`src/rtl/kct_pkg.sv`:
```
`timescale 1ns / 1ps
`default_nettype none
// kct_pkg: shared constants, request/response types and the cell chain type
// for the key cache table. No dependencies.

package kct_pkg;

    // store geometry
    localparam int CACHE_ENTRIES = 16;
    localparam int KEY_WORDS     = 4;
    localparam int KEY_BITS      = 64;
    localparam int ID_BITS       = 32;
    localparam int VER_BITS      = 32;

    // operation codes
    localparam logic [1:0] OP_LOOKUP = 2'd0;
    localparam logic [1:0] OP_INSERT = 2'd1;
    localparam logic [1:0] OP_FLUSH  = 2'd2;

    // status codes
    localparam logic ST_OK   = 1'b0;
    localparam logic ST_FULL = 1'b1;

    typedef logic [KEY_WORDS-1:0][KEY_BITS-1:0] t_kct_key;

    // request payload
    typedef struct packed {
        logic [1:0]          operation;
        logic [ID_BITS-1:0]  space_id;
        logic [KEY_BITS-1:0] key_word0;
        logic [KEY_BITS-1:0] key_word1;
        logic [KEY_BITS-1:0] key_word2;
        logic [KEY_BITS-1:0] key_word3;
        logic [VER_BITS-1:0] key_version;
        logic                entry_active;
    } t_kct_req;

    // response payload
    typedef struct packed {
        logic                hit;
        logic [KEY_BITS-1:0] found_key0;
        logic [KEY_BITS-1:0] found_key1;
        logic [KEY_BITS-1:0] found_key2;
        logic [KEY_BITS-1:0] found_key3;
        logic [VER_BITS-1:0] found_version;
        logic                status;
    } t_kct_rsp;

    // carried from cell to cell: what lower slots have already claimed
    typedef struct packed {
        logic                seen_match;
        logic                seen_hit;
        logic                seen_inact;
        logic                all_used;
        t_kct_key            key;
        logic [VER_BITS-1:0] version;
    } t_kct_chain;

    // write decision broadcast to every cell
    typedef struct packed {
        logic flush;
        logic we_upd;
        logic we_app;
        logic we_reuse;
    } t_kct_ctl;

    // key words of a request that the store keeps
    function automatic t_kct_key kct_key_of(input t_kct_req req);
        t_kct_key k;
        k = '0;
        for (int w = 0; w < KEY_WORDS; w++) begin
            case (w)
                0: k[w] = req.key_word0;
                1: k[w] = req.key_word1;
                2: k[w] = req.key_word2;
                3: k[w] = req.key_word3;
                default: k[w] = '0;
            endcase
        end
        return k;
    endfunction

endpackage

`default_nettype wire

```
`src/rtl/kct_cell.sv`:
```
`timescale 1ns / 1ps
`default_nettype none
// kct_cell: one slot of the key cache, holding id, key, version and marks,
// and passing its claim and hit data to the next slot. Depends on kct_pkg.

module kct_cell
    import kct_pkg::*;
(
    input  wire logic       i_clk,
    input  wire logic       i_rst_n,
    input  wire t_kct_req   i_req,
    input  wire t_kct_key   i_key,
    input  wire t_kct_ctl   i_ctl,
    input  wire t_kct_chain i_chain,
    output t_kct_chain      o_chain
);

    logic                r_used;
    logic                r_act;
    logic [ID_BITS-1:0]  r_id;
    t_kct_key            r_key;
    logic [VER_BITS-1:0] r_ver;

    logic match;
    logic sel_upd;
    logic sel_hit;
    logic sel_inact;
    logic sel_app;
    logic we;

    // slot compare and first-claim selects
    assign match     = r_used && (r_id == i_req.space_id);
    assign sel_upd   = match && !i_chain.seen_match;
    assign sel_hit   = match && r_act && !i_chain.seen_hit;
    assign sel_inact = r_used && !r_act && !i_chain.seen_inact;
    assign sel_app   = !r_used && i_chain.all_used;

    // hand claims and hit data to the next slot
    always_comb begin
        o_chain.seen_match = i_chain.seen_match || match;
        o_chain.seen_hit   = i_chain.seen_hit || (match && r_act);
        o_chain.seen_inact = i_chain.seen_inact || (r_used && !r_act);
        o_chain.all_used   = i_chain.all_used && r_used;
        o_chain.key        = i_chain.key | (sel_hit ? r_key : '0);
        o_chain.version    = i_chain.version | (sel_hit ? r_ver : '0);
    end

    assign we = (i_ctl.we_upd && sel_upd) || (i_ctl.we_app && sel_app)
             || (i_ctl.we_reuse && sel_inact);

    // occupancy and active mark
    always_ff @(posedge i_clk) begin
        if (!i_rst_n || i_ctl.flush) begin
            r_used <= 1'b0;
            r_act  <= 1'b0;
        end else if (we) begin
            r_used <= 1'b1;
            r_act  <= i_req.entry_active;
        end
    end

    // slot payload
    always_ff @(posedge i_clk) begin
        if (we) begin
            r_id  <= i_req.space_id;
            r_key <= i_key;
            r_ver <= i_req.key_version;
        end
    end

endmodule

`default_nettype wire

```
`config.mk`:
```
export PLATFORM = sky130hd
export DESIGN_NAME = kct_cell
export DESIGN_NICKNAME = d
export VERILOG_FILES = /design/src/rtl/kct_pkg.sv /design/src/rtl/kct_cell.sv
export SDC_FILE = /design/constraint.sdc
export NUM_CORES = 1
export LEC_CHECK = 0
export CELL_PAD_IN_SITES_DETAIL_PLACEMENT = 0
export CELL_PAD_IN_SITES_GLOBAL_PLACEMENT = 1
export CORE_AREA = 8 8 453 455
export DETAILED_ROUTE_END_ITERATION = 6
export DIE_AREA = 0 0 461 463
export DONT_BUFFER_PORTS = 1
export PLACE_DENSITY_LB_ADDON = 0.05
export SLEW_MARGIN = 40
export SYNTH_ARGS = -nofsm -noshare
export SYNTH_HDL_FRONTEND = slang
export SYNTH_SLANG_ARGS = --single-unit
```
`constraint.sdc`:
```
create_clock -name i_clk -period 85.4 [get_ports i_clk]
set_input_delay 21.35 -clock i_clk [delete_from_list [all_inputs] [get_ports i_clk]]
set_output_delay 21.35 -clock i_clk [all_outputs]
set_load 0.005 [all_outputs]
```
==> results of run 1 <==
-- report_power, final --
| group | switching [mW] | internal (mW) | leakage, nW |
|---|---|---|---|
| clock | 0.0832 | 0.116 | 0.741 |
| combinational | 0.0153 | 0.00568 | 2.27 |
| sequential | 0.00390 | 0.184 | 3.02 |
-- area by class of cell --
cell class / count / area, µm² / share of cell area
flip-flops and latches: 322 / 9650 / 0.558
well taps: 2656 / 3320 / 0.192
multi-input cells: 348 / 2630 / 0.152
clock buffers: 64 / 1300 / 0.0754
clock inverters: 28 / 223 / 0.0129
repair buffers: 9 / 124 / 0.00717
diodes: 11 / 27.5 / 0.00159
inverters: 1 / 3.75 / 0.000217
-- sequential cells by signal, summed over array words and instances, names as in the netlist --
| register | flops |
|---|---|
| r_act | 1 |
| r_id | 32 |
| r_used | 1 |
| r_ver | 32 |
| r_key | 256 |
-- critical path: cells and delay by family --
kind            cells  cell delay, ns
compound gates      1            0.70
simple gates        4            1.27
buf+inv             2            1.13
xor+xnor            1            0.16
-- per-stage QoR --
step                      utilization  power, mW
after detailed placement       0.0792      0.214
after floorplan                     -      0.208
final                          0.0872      0.408
after global routing           0.0871      0.431
after CTS                      0.0869      0.427
after global placement         0.0792      0.215
-- layout by cell type, fill, tap and decap left out, types with 4 or more instances in the layout --
| cell type | n |
|---|---|
| a21o_1 | 288 |
| xnor2_1 | 24 |
| clkbuf_16 | 50 |
| edfxtp_1 | 320 |
| clkinv_1 | 14 |
| nand2_1 | 5 |
| clkinv_2 | 6 |
| clkbuf_1 | 14 |
| diode_2 | 11 |
| nand2b_1 | 4 |
| xor2_1 | 8 |
| nand4_1 | 6 |
-- kinds of logic after synthesis --
family,Yosys count,share of synthesized area
AND/OR/NAND/NOR,23,0.0106
XOR/XNOR,32,0.0225
AO/OA/AOI/OAI,292,0.176
multiplexers,1,0.000803
buffers and inverters,32,0.0164
flip-flops,322,0.774
-- path summary, 6_finish.rpt --
check                                start      endpoint  slack [ns]  depth (start not counted)
worst min-delay path                 r_act         r_act        0.47                          2
worst max register to register    r_id[14]    r_key[115]       80.75                          8
worst min register to register       r_act         r_act        0.47                          2
worst max-delay path            i_req[303]  o_chain[278]       39.24                          8
-- layer usage --
metal,vias to the layer above,global-route usage,routed length [µm]
met2,704,0.125,39900
met5,-,0,152
met4,20,0.0295,3490
met1,3372,0.0768,30100
li1,2856,-,-
met3,167,0.0510,13000
==> reports/summary.txt, run 1 <==
RSZ-0062 raised after global routing: no
Synth Area per Inst: 17.8 µm²
Endpoints failing hold: 0
Die X: 461 µm
Vias in the first global route: 7790
Vias per cell: 2.07
Min-delay worst type: reg -> reg
Required time of the critical path: 64.05 ns
Most used cell, CP: nand4_1
Status: complete, no violations
Filler Cell Count: 22800
Post_cts resized: 0
Startpoint Class: primary input
Power Dens Cells: 23.6 nW/µm²
Clock Path Buffers: 3
Cts hold-fix bufs: 0
Yosys cell types: 23
Max incr delay on CP: 0.70 ns
Fin cells: 3439
Gr ovfl total: 0
ANT nets after route: 0
Post CTS Setup Buffer Count: 0
DR pass1 iterations: 4
WS Path Type: in -> out
Max Cap Viol: 0
Synth top area cells: edfxtp_1 (77%), a21o_1 (17%), xnor2_1 (1.7%), buf_4 (1.2%), xor2_1 (0.56%)
Synth Flop Type: edfxtp_1
Pleak: 6.03 nW
Setup Viol. Count Final: 0
Synth cell count leaders: edfxtp_1 (320), a21o_1 (288), xnor2_1 (24)
Asr flop ratio synth: 0
Max Fanout on Critical Path: 89
GRT Overall Usage: 0.0763
Yosys warning total: 0
Initial antenna violation count: 58
Hold WS: 0.465 ns
Final WS setup: 39.24 ns
Design area: 17300 µm²
Yosys top cell area share: 0.771
Average wire per standard cell: 25.2 µm
Post-layout net count: 1609
Mapped Nets: 1579
Place WS: 39.04 ns
Clk_skew: 0.0214 ns
Post-DP Area: 15700 µm²
Root Driver: clkbuf_16
Pin count of the biggest net entering global routing: 155
Die Y: 463 µm
CTS tree: built
Post-Syn Area: 12500 µm²
First-pass GRT wire length: 103000 µm
Yosys top cell by area: edfxtp_1
Clock Latency Late Sink: 0.64 ns
IO buf count: 0
Number of buffers created by CTS: 50
DRC: 0
Post-Synthesis Cells: 702
Final Critical Period: 46.16 ns
Maximum vdd drop: 0.0129 mV
Initial Util: 0.0629
Post-synth EDFFs: 320
Seq/Total Area, Yosys: 0.774
Worst setup EP type: output pin
Crit-path cells: xnor2_1, nand4_1, nor4_1, nand4_1, nor3_4, buf_4, buf_6, a21o_1
Clk pin slew, worst setup/hold paths: 0.06 ns
Rows: 164
Slowest library cell on the worst path: a21o_1
Number of synthesized register bits: 322
WL final: 86700 µm
Setup TNS: 0 ns
Sinks on Clock Net: 322
Core ar.: 198000 µm²
DR iter-0 viols: 278
Area growth syn-to-layout: 38.6%
Slew @ Worst Pin: 0.798 ns
Placer congestion estimate: 0.720
Post-DP HPWL: 72800 µm
H-tree levels: 2
Slew headroom: 0.468
Die area: 213000 µm²
Crit share post-route: 0.540
Slew Limit Fails: 0
I/O pin count: 1169
Data arrival, critical path: 24.81 ns
Fmax achieved: 21.7 MHz
Share of cells above drive strength 1: 0.0972
Via count: 7119
Cell with the most instances after synthesis: edfxtp_1
Placed cell count: 3335
(Power assumes the default switching activity.)
==> inputs of run 2 (changes only) <==
--- a/config.mk
+++ b/config.mk
@@ -5,11 +5,12 @@
 export SDC_FILE = /design/constraint.sdc
 export NUM_CORES = 1
 export LEC_CHECK = 0
+export ABC_AREA = 1
 export CELL_PAD_IN_SITES_DETAIL_PLACEMENT = 0
 export CELL_PAD_IN_SITES_GLOBAL_PLACEMENT = 1
-export CORE_AREA = 8 8 453 455
+export CORE_AREA = 8 8 452 454
 export DETAILED_ROUTE_END_ITERATION = 6
-export DIE_AREA = 0 0 461 463
+export DIE_AREA = 0 0 460 462
 export DONT_BUFFER_PORTS = 1
 export PLACE_DENSITY_LB_ADDON = 0.05
 export SLEW_MARGIN = 40
==> constraint.sdc (replaced) <==
create_clock -name i_clk -period 39.8 [get_ports i_clk]
set_input_delay 9.95 -clock i_clk [delete_from_list [all_inputs] [get_ports i_clk]]
set_output_delay 9.95 -clock i_clk [all_outputs]
set_load 0.005 [all_outputs]
==> reports/summary.txt, run 2 <==
Vias per cell: 2.72 (was 2.07)
Initial Util: 0.0763 (was 0.0629)
Max Fanout on Critical Path: 60 (was 89)
Slew Limit Fails: 0 (unchanged)
Flop2flop setup slack: 36.03 ns (was 80.75 ns)
Post-DP HPWL: 75500 µm (was 72800 µm)
Clock Path Buffers: 3 (unchanged)
DR iter-0 viols: 467 (was 278)
Clk pin slew, worst setup/hold paths: 0.05 ns (was 0.06 ns)
R2r worst-path depth: 10 (was 8)
Die Y: 462 µm (was 463 µm)
Number of buffers created by CTS: 54 (was 50)
Slew @ Worst Pin: 0.848 ns (was 0.798 ns)
Post CTS Setup Buffer Count: 0 (unchanged)
Max Cap Viol: 0 (unchanged)
Most flop-heavy register: r_key (unchanged)
Rows: 163 (was 164)
Initial antenna violation count: 64 (was 58)
Critical Path End: o_chain[127] (was o_chain[278])
Setup TNS: 0 ns (unchanged)
Seq/Total Area, Yosys: 0.644 (was 0.774)
Post-synth EDFFs: 320 (unchanged)
Post_cts resized: 0 (unchanged)
Most frequent cells in the layout: nand2_1 (377), inv_1 (343), edfxtp_1 (320) (was edfxtp_1 (320), a21o_1 (288), clkbuf_16 (50))
Worst reg2reg startpoint: r_used (was r_id[14])
Worst setup EP type: output pin (unchanged)
Fin util: 0.100 (was 0.0872)
DRC: 0 (unchanged)
CP startpoint: i_req[309] (was i_req[303])
Synth cell count leaders: nand2_1 (378), inv_1 (343), edfxtp_1 (320) (was edfxtp_1 (320), a21o_1 (288), xnor2_1 (24))
Min-delay worst type: reg -> reg (unchanged)
Pleak: 7.32 nW (was 6.03 nW)
Share of cells above drive strength 1: 0.0661 (was 0.0972)
Mapped Nets: 2376 (was 1579)
Data arrival, critical path: 13.15 ns (was 24.81 ns)
Average wire per standard cell: 23.5 µm (was 25.2 µm)
Final Power: 905 µW (was 408 µW)
Status: complete, no violations (unchanged)
Clk_skew: 0.0524 ns (was 0.0214 ns)
Fin cells: 4187 (was 3439)
Core ar.: 197000 µm² (was 198000 µm²)
Setup Viol. Count Final: 0 (unchanged)
Power Dens Cells: 45.8 nW/µm² (was 23.6 nW/µm²)
Sinks on Clock Net: 322 (unchanged)
WS Path Type: in -> out (unchanged)
Final WS setup: 16.70 ns (was 39.24 ns)
Fmax achieved: 43.3 MHz
Slew headroom: 0.435 (was 0.468)
Post-Synthesis Cells: 1499 (was 702)
CTS tree: built (unchanged)
Asr flop ratio synth: 0 (unchanged)
I/O pin count: 1169 (unchanged)
Post-Syn Area: 15000 µm² (was 12500 µm²)
Final Critical Period: 23.10 ns
Number of synthesized register bits: 322 (unchanged)
Post-layout net count: 2355 (was 1609)
Gr ovfl total: 0 (unchanged)
Cell with the most instances after synthesis: nand2_1 (was edfxtp_1)
Endpoints failing hold: 0 (unchanged)
Via count: 11400 (was 7119)
First-pass GRT wire length: 123000 µm (was 103000 µm)
Vias in the first global route: 12000 (was 7790)
Placed cell count: 4060 (was 3335)
Biggest regs: r_key (256), r_id (32), r_ver (32) (unchanged)
Root Driver: clkbuf_16 (unchanged)
Yosys warning total: 0 (unchanged)
H-tree levels: 2 (unchanged)
Die area: 213000 µm² (about the same)
WL final: 98400 µm (was 86700 µm)
Yosys top cell by area: edfxtp_1 (unchanged)
DR pass1 iterations: 4 (unchanged)
Synth Flop Type: edfxtp_1 (unchanged)
Place WS: 16.55 ns (was 39.04 ns)
Synth Area per Inst: 10.0 µm² (was 17.8 µm²)
Post-DP Area: 18000 µm² (was 15700 µm²)
Commonest non-fill, non-tap cell in the layout: nand2_1 (was edfxtp_1)
Design area: 19800 µm² (was 17300 µm²)
Startpoint Class: primary input (unchanged)
Clock Latency Late Sink: 0.69 ns (was 0.64 ns)
Placer congestion estimate: 0.758 (was 0.720)
Synth top area cells: edfxtp_1 (64%), nand4_1 (12%), nand2_1 (9.5%), inv_1 (8.6%), clkbuf_1 (0.83%) (was edfxtp_1 (77%), a21o_1 (17%), xnor2_1 (1.7%), buf_4 (1.2%), xor2_1 (0.56%))
Max reg flops: 256 (unchanged)
Crit Reg-Reg Endpoint: r_key[109] (was r_key[115])
IO buf count: 0 (unchanged)
Pin count of the biggest net entering global routing: 125 (was 155)
Yosys cell types: 23 (unchanged)
Area growth syn-to-layout: 31.8% (was 38.6%)
Die X: 460 µm (was 461 µm)
Cts hold-fix bufs: 0 (unchanged)
Maximum vdd drop: 0.0322 mV (was 0.0129 mV)
GRT Overall Usage: 0.0858 (was 0.0763)
Hold WS: 0.834 ns (was 0.465 ns)
ANT nets after route: 0 (unchanged)
Yosys top cell area share: 0.641 (was 0.771)
RSZ-0062 raised after global routing: no (unchanged)
Crit share post-route: 0.581
Required time of the critical path: 29.85 ns (was 64.05 ns)
## run 2: critical path: stages
cell	delay [ns]
xnor2_1	0.45
nand3_1	0.13
nor3_1	0.22
nand3b_1	0.17
nor2_4	0.18
buf_4	0.55
buf_4	0.68
nand4_1	0.41
nand2_1	0.24
## run 2: worst min path at each step
| stage | from | end | slack [ns] | cells past startpoint |
|---|---|---|---|---|
| floorplan | r_act | r_act | 0.53 | 4 |
| global placement | r_act | r_act | 0.83 | 4 |
| detailed placement | r_act | r_act | 0.85 | 4 |
| CTS | r_act | r_act | 0.86 | 4 |
| global route | r_act | r_act | 0.91 | 4 |
| finish | r_act | r_act | 0.83 | 4 |
## run 2: logic make-up (layout without fill, tap and decap cells)
kind of cell,Yosys count,after routing,synth area share
simple gates,724,724,0.233
buf+inv,440,455,0.118
flops,322,322,0.644
compound gates,7,7,0.00267
xor+xnor,6,6,0.00350
other cells,0,33,0
## run 2: routing by layer
metal,up-vias,part of all wire,global-route usage
met2,711,0.48,0.146
met5,-,0.0012,0
met4,18,0.031,0.0295
met1,5436,0.37,0.0919
met3,160,0.11,0.0436
li1,5052,-,-
## run 2: layout make-up
type                    instances  area (µm²)
fillers                     22700      177000
clock inverters                29         186
inverters                     345        1300
repair buffers                 18         215
well taps                    2640        3300
diodes                         33        82.6
flip-flops and latches        322        9650
multi-input cells             737        3600
clock buffers                  63        1410
## run 2: report_power, final
group | switching (mW) | internal (mW) | leakage (nW)
logic | 0.0463 | 0.0106 | 3.52
registers | 0.00530 | 0.394 | 3.02
clock network | 0.192 | 0.256 | 0.783
==> inputs of run 3 (changes only) <==
==> constraint.sdc (replaced) <==
create_clock -name i_clk -period 20.6 [get_ports i_clk]
set_input_delay 5.15 -clock i_clk [delete_from_list [all_inputs] [get_ports i_clk]]
set_output_delay 5.15 -clock i_clk [all_outputs]
set_load 0.005 [all_outputs]
==> reports/summary.txt, run 3 (synthesized netlist as in run 2, its figures left out) <==
Biggest regs: r_key (256), r_id (32), r_ver (32) (unchanged)
Min-delay worst type: reg -> reg (unchanged)
DR iter-0 viols: 472 (was 467)
Most flop-heavy register: r_key (unchanged)
Endpoints failing hold: 0 (unchanged)
I/O pin count: 1169 (unchanged)
GRT Overall Usage: 0.0852 (was 0.0858)
Core ar.: 197000 µm² (unchanged)
Max Cap Viol: 0 (unchanged)
Max incr delay on CP: 0.62 ns (was 0.68 ns)
CTS tree: built (unchanged)
Maximum vdd drop: 0.0521 mV (was 0.0322 mV)
Placed cell count: 4063 (was 4060)
CP top delay family: buffers and inverters (was simple AND/OR/NAND/NOR gates)
Vias per cell: 2.72 (about the same)
Most frequent cells in the layout: nand2_1 (377), inv_1 (343), edfxtp_1 (320) (unchanged)
Share of cells above drive strength 1: 0.0635 (was 0.0661)
Comb power frac: 0.061 (was 0.063)
Sinks on Clock Net: 322 (unchanged)
Initial antenna violation count: 64 (unchanged)
Fin cells: 4178 (was 4187)
Clk pin slew, worst setup/hold paths: 0.05 ns (about the same)
Startpoint Class: primary input (unchanged)
Number of buffers created by CTS: 52 (was 54)
Average wire per standard cell: 23.3 µm (was 23.5 µm)
Setup Viol. Count Final: 0 (unchanged)
Initial Util: 0.0763 (unchanged)
Worst path depth: 10 (was 9)
Hold WS: 0.873 ns (was 0.834 ns)
WS Path Type: in -> out (unchanged)
Sw frac: 0.256 (was 0.269)
Placer congestion estimate: 0.758 (unchanged)
DR pass1 iterations: 4 (unchanged)
Clock group share of total power: 0.499 (was 0.495)
Crit-path cells: xnor2_1, nand3_1, nor3_1, nand3b_1, nor2_4, buf_4, buf_4, buf_12, nand4_1, nand2_1 (was xnor2_1, nand3_1, nor3_1, nand3b_1, nor2_4, buf_4, buf_4, nand4_1, nand2_1)
Clock Latency Late Sink: 0.65 ns (was 0.69 ns)
IO buf count: 0 (unchanged)
Power Dens Cells: 89.0 nW/µm² (was 45.8 nW/µm²)
First-pass GRT wire length: 122000 µm (was 123000 µm)
Rows: 163 (unchanged)
Flop pwr share: 0.440 (was 0.442)
WL final: 97400 µm (was 98400 µm)
Die X: 460 µm (unchanged)
Vias in the first global route: 12100 (was 12000)
Clk_skew: 0.0275 ns (was 0.0524 ns)
Crit share post-route: 0.680
Filler Cell Count: 22600 (was 22700)
Place WS: 6.50 ns (was 16.55 ns)
Root Driver: clkbuf_16 (unchanged)
Cts hold-fix bufs: 0 (unchanged)
Slew Limit Fails: 0 (unchanged)
Commonest non-fill, non-tap cell in the layout: nand2_1 (unchanged)
Fmax achieved: 71.4 MHz
Post-layout net count: 2355 (unchanged)
H-tree levels: 2 (unchanged)
Buf+Inv Stages, Crit Path: 3 (was 2)
R2r worst-path depth: 9 (was 10)
Post CTS Setup Buffer Count: 0 (unchanged)
Clock Path Buffers: 3 (unchanged)
Required time of the critical path: 15.45 ns (was 29.85 ns)
Slew @ Worst Pin: 0.815 ns (was 0.848 ns)
Pin count of the biggest net entering global routing: 104 (was 125)
Max reg flops: 256 (unchanged)
Post-DP HPWL: 76300 µm (was 75500 µm)
Die area: 213000 µm² (unchanged)
DRC: 0 (unchanged)
Final Critical Period: 14.01 ns
Slowest library cell on the worst path: buf_4 (unchanged)
RSZ-0062 raised after global routing: no (unchanged)
FF+latch area: 9650 µm² (unchanged)
Status: complete, no violations (unchanged)
Worst setup EP type: output pin (unchanged)
ANT nets after route: 0 (unchanged)
Post_cts resized: 0 (unchanged)
Data arrival, critical path: 8.86 ns (was 13.15 ns)
Max Fanout on Critical Path: 101 (was 60)
Area growth syn-to-layout: 31.6% (was 31.8%)
Final WS setup: 6.59 ns (was 16.70 ns)
Gr ovfl total: 0 (unchanged)
Multi-input gate area: 3600 µm² (about the same)
Die Y: 462 µm (unchanged)
NetSw: 451 µW (was 244 µW)
Slew headroom: 0.457 (was 0.435)
Pint: 1.31 mW (was 661 µW)
Hold path cells: 4 (unchanged)
Pleak: 7.32 nW (about the same)
Via count: 11400 (about the same)
Setup TNS: 0 ns (unchanged)
Most used cell, CP: buf_4 (unchanged)
-- run 3: per-stage QoR --
step | instance area (µm²) | utilization | power, mW
floorplan | 15000 | - | 0.858
global placement | 18000 | 0.0916 | 0.903
detailed placement | 18000 | 0.0918 | 0.900
CTS | 19600 | 0.0999 | 1.83
global route | 19700 | 0.100 | 1.85
finish | 19700 | 0.100 | 1.76
-- run 3: layout make-up --
cell class	instances	share of cell area
inverter	345	0.0660
antenna	26	0.00330
tap	2640	0.167
multi-input combinational	737	0.182
timing repair buffer	20	0.0108
clock buffer	64	0.0693
clock inverter	24	0.0117
sequential	322	0.489
-- run 3: metal layers --
metal | vias to the layer above | share of wire | track usage
li1 | 5061 | - | -
met2 | 697 | 0.49 | 0.149
met5 | - | 0.0014 | 0
met4 | 22 | 0.028 | 0.0259
met3 | 167 | 0.12 | 0.0472
met1 | 5410 | 0.36 | 0.0874
-- run 3: worst reg2reg max path: stages (launching register included) --
cell	delay (ns)
dfxtp_4	0.60
buf_4	0.66
inv_1	0.17
nand2_1	0.14
nor2_1	0.06
a32oi_1	0.52
nand2_4	0.45
buf_6	0.43
buf_4	0.48
buf_6	0.36
-- run 3: power groups by stage --
stage	logic, mW	registers, mW	clock network (mW)
2_1_floorplan	0.0632	0.794	0
3_3_place_gp	0.116	0.787	0
3_5_place_dp	0.115	0.786	0
4_1_cts	0.115	0.772	0.947
5_1_grt	0.123	0.775	0.956
6_report	0.108	0.772	0.877
-- run 3: path summary, 6_finish.rpt --
| check | slack, ns | endpoint | startpoint |
|---|---|---|---|
| worst max-delay path | 6.59 | o_chain[270] | i_req[309] |
| worst min-delay path | 0.87 | r_used | r_used |
| worst max register to register | 16.32 | r_key[109] | r_act |
| worst min register to register | 0.87 | r_used | r_used |
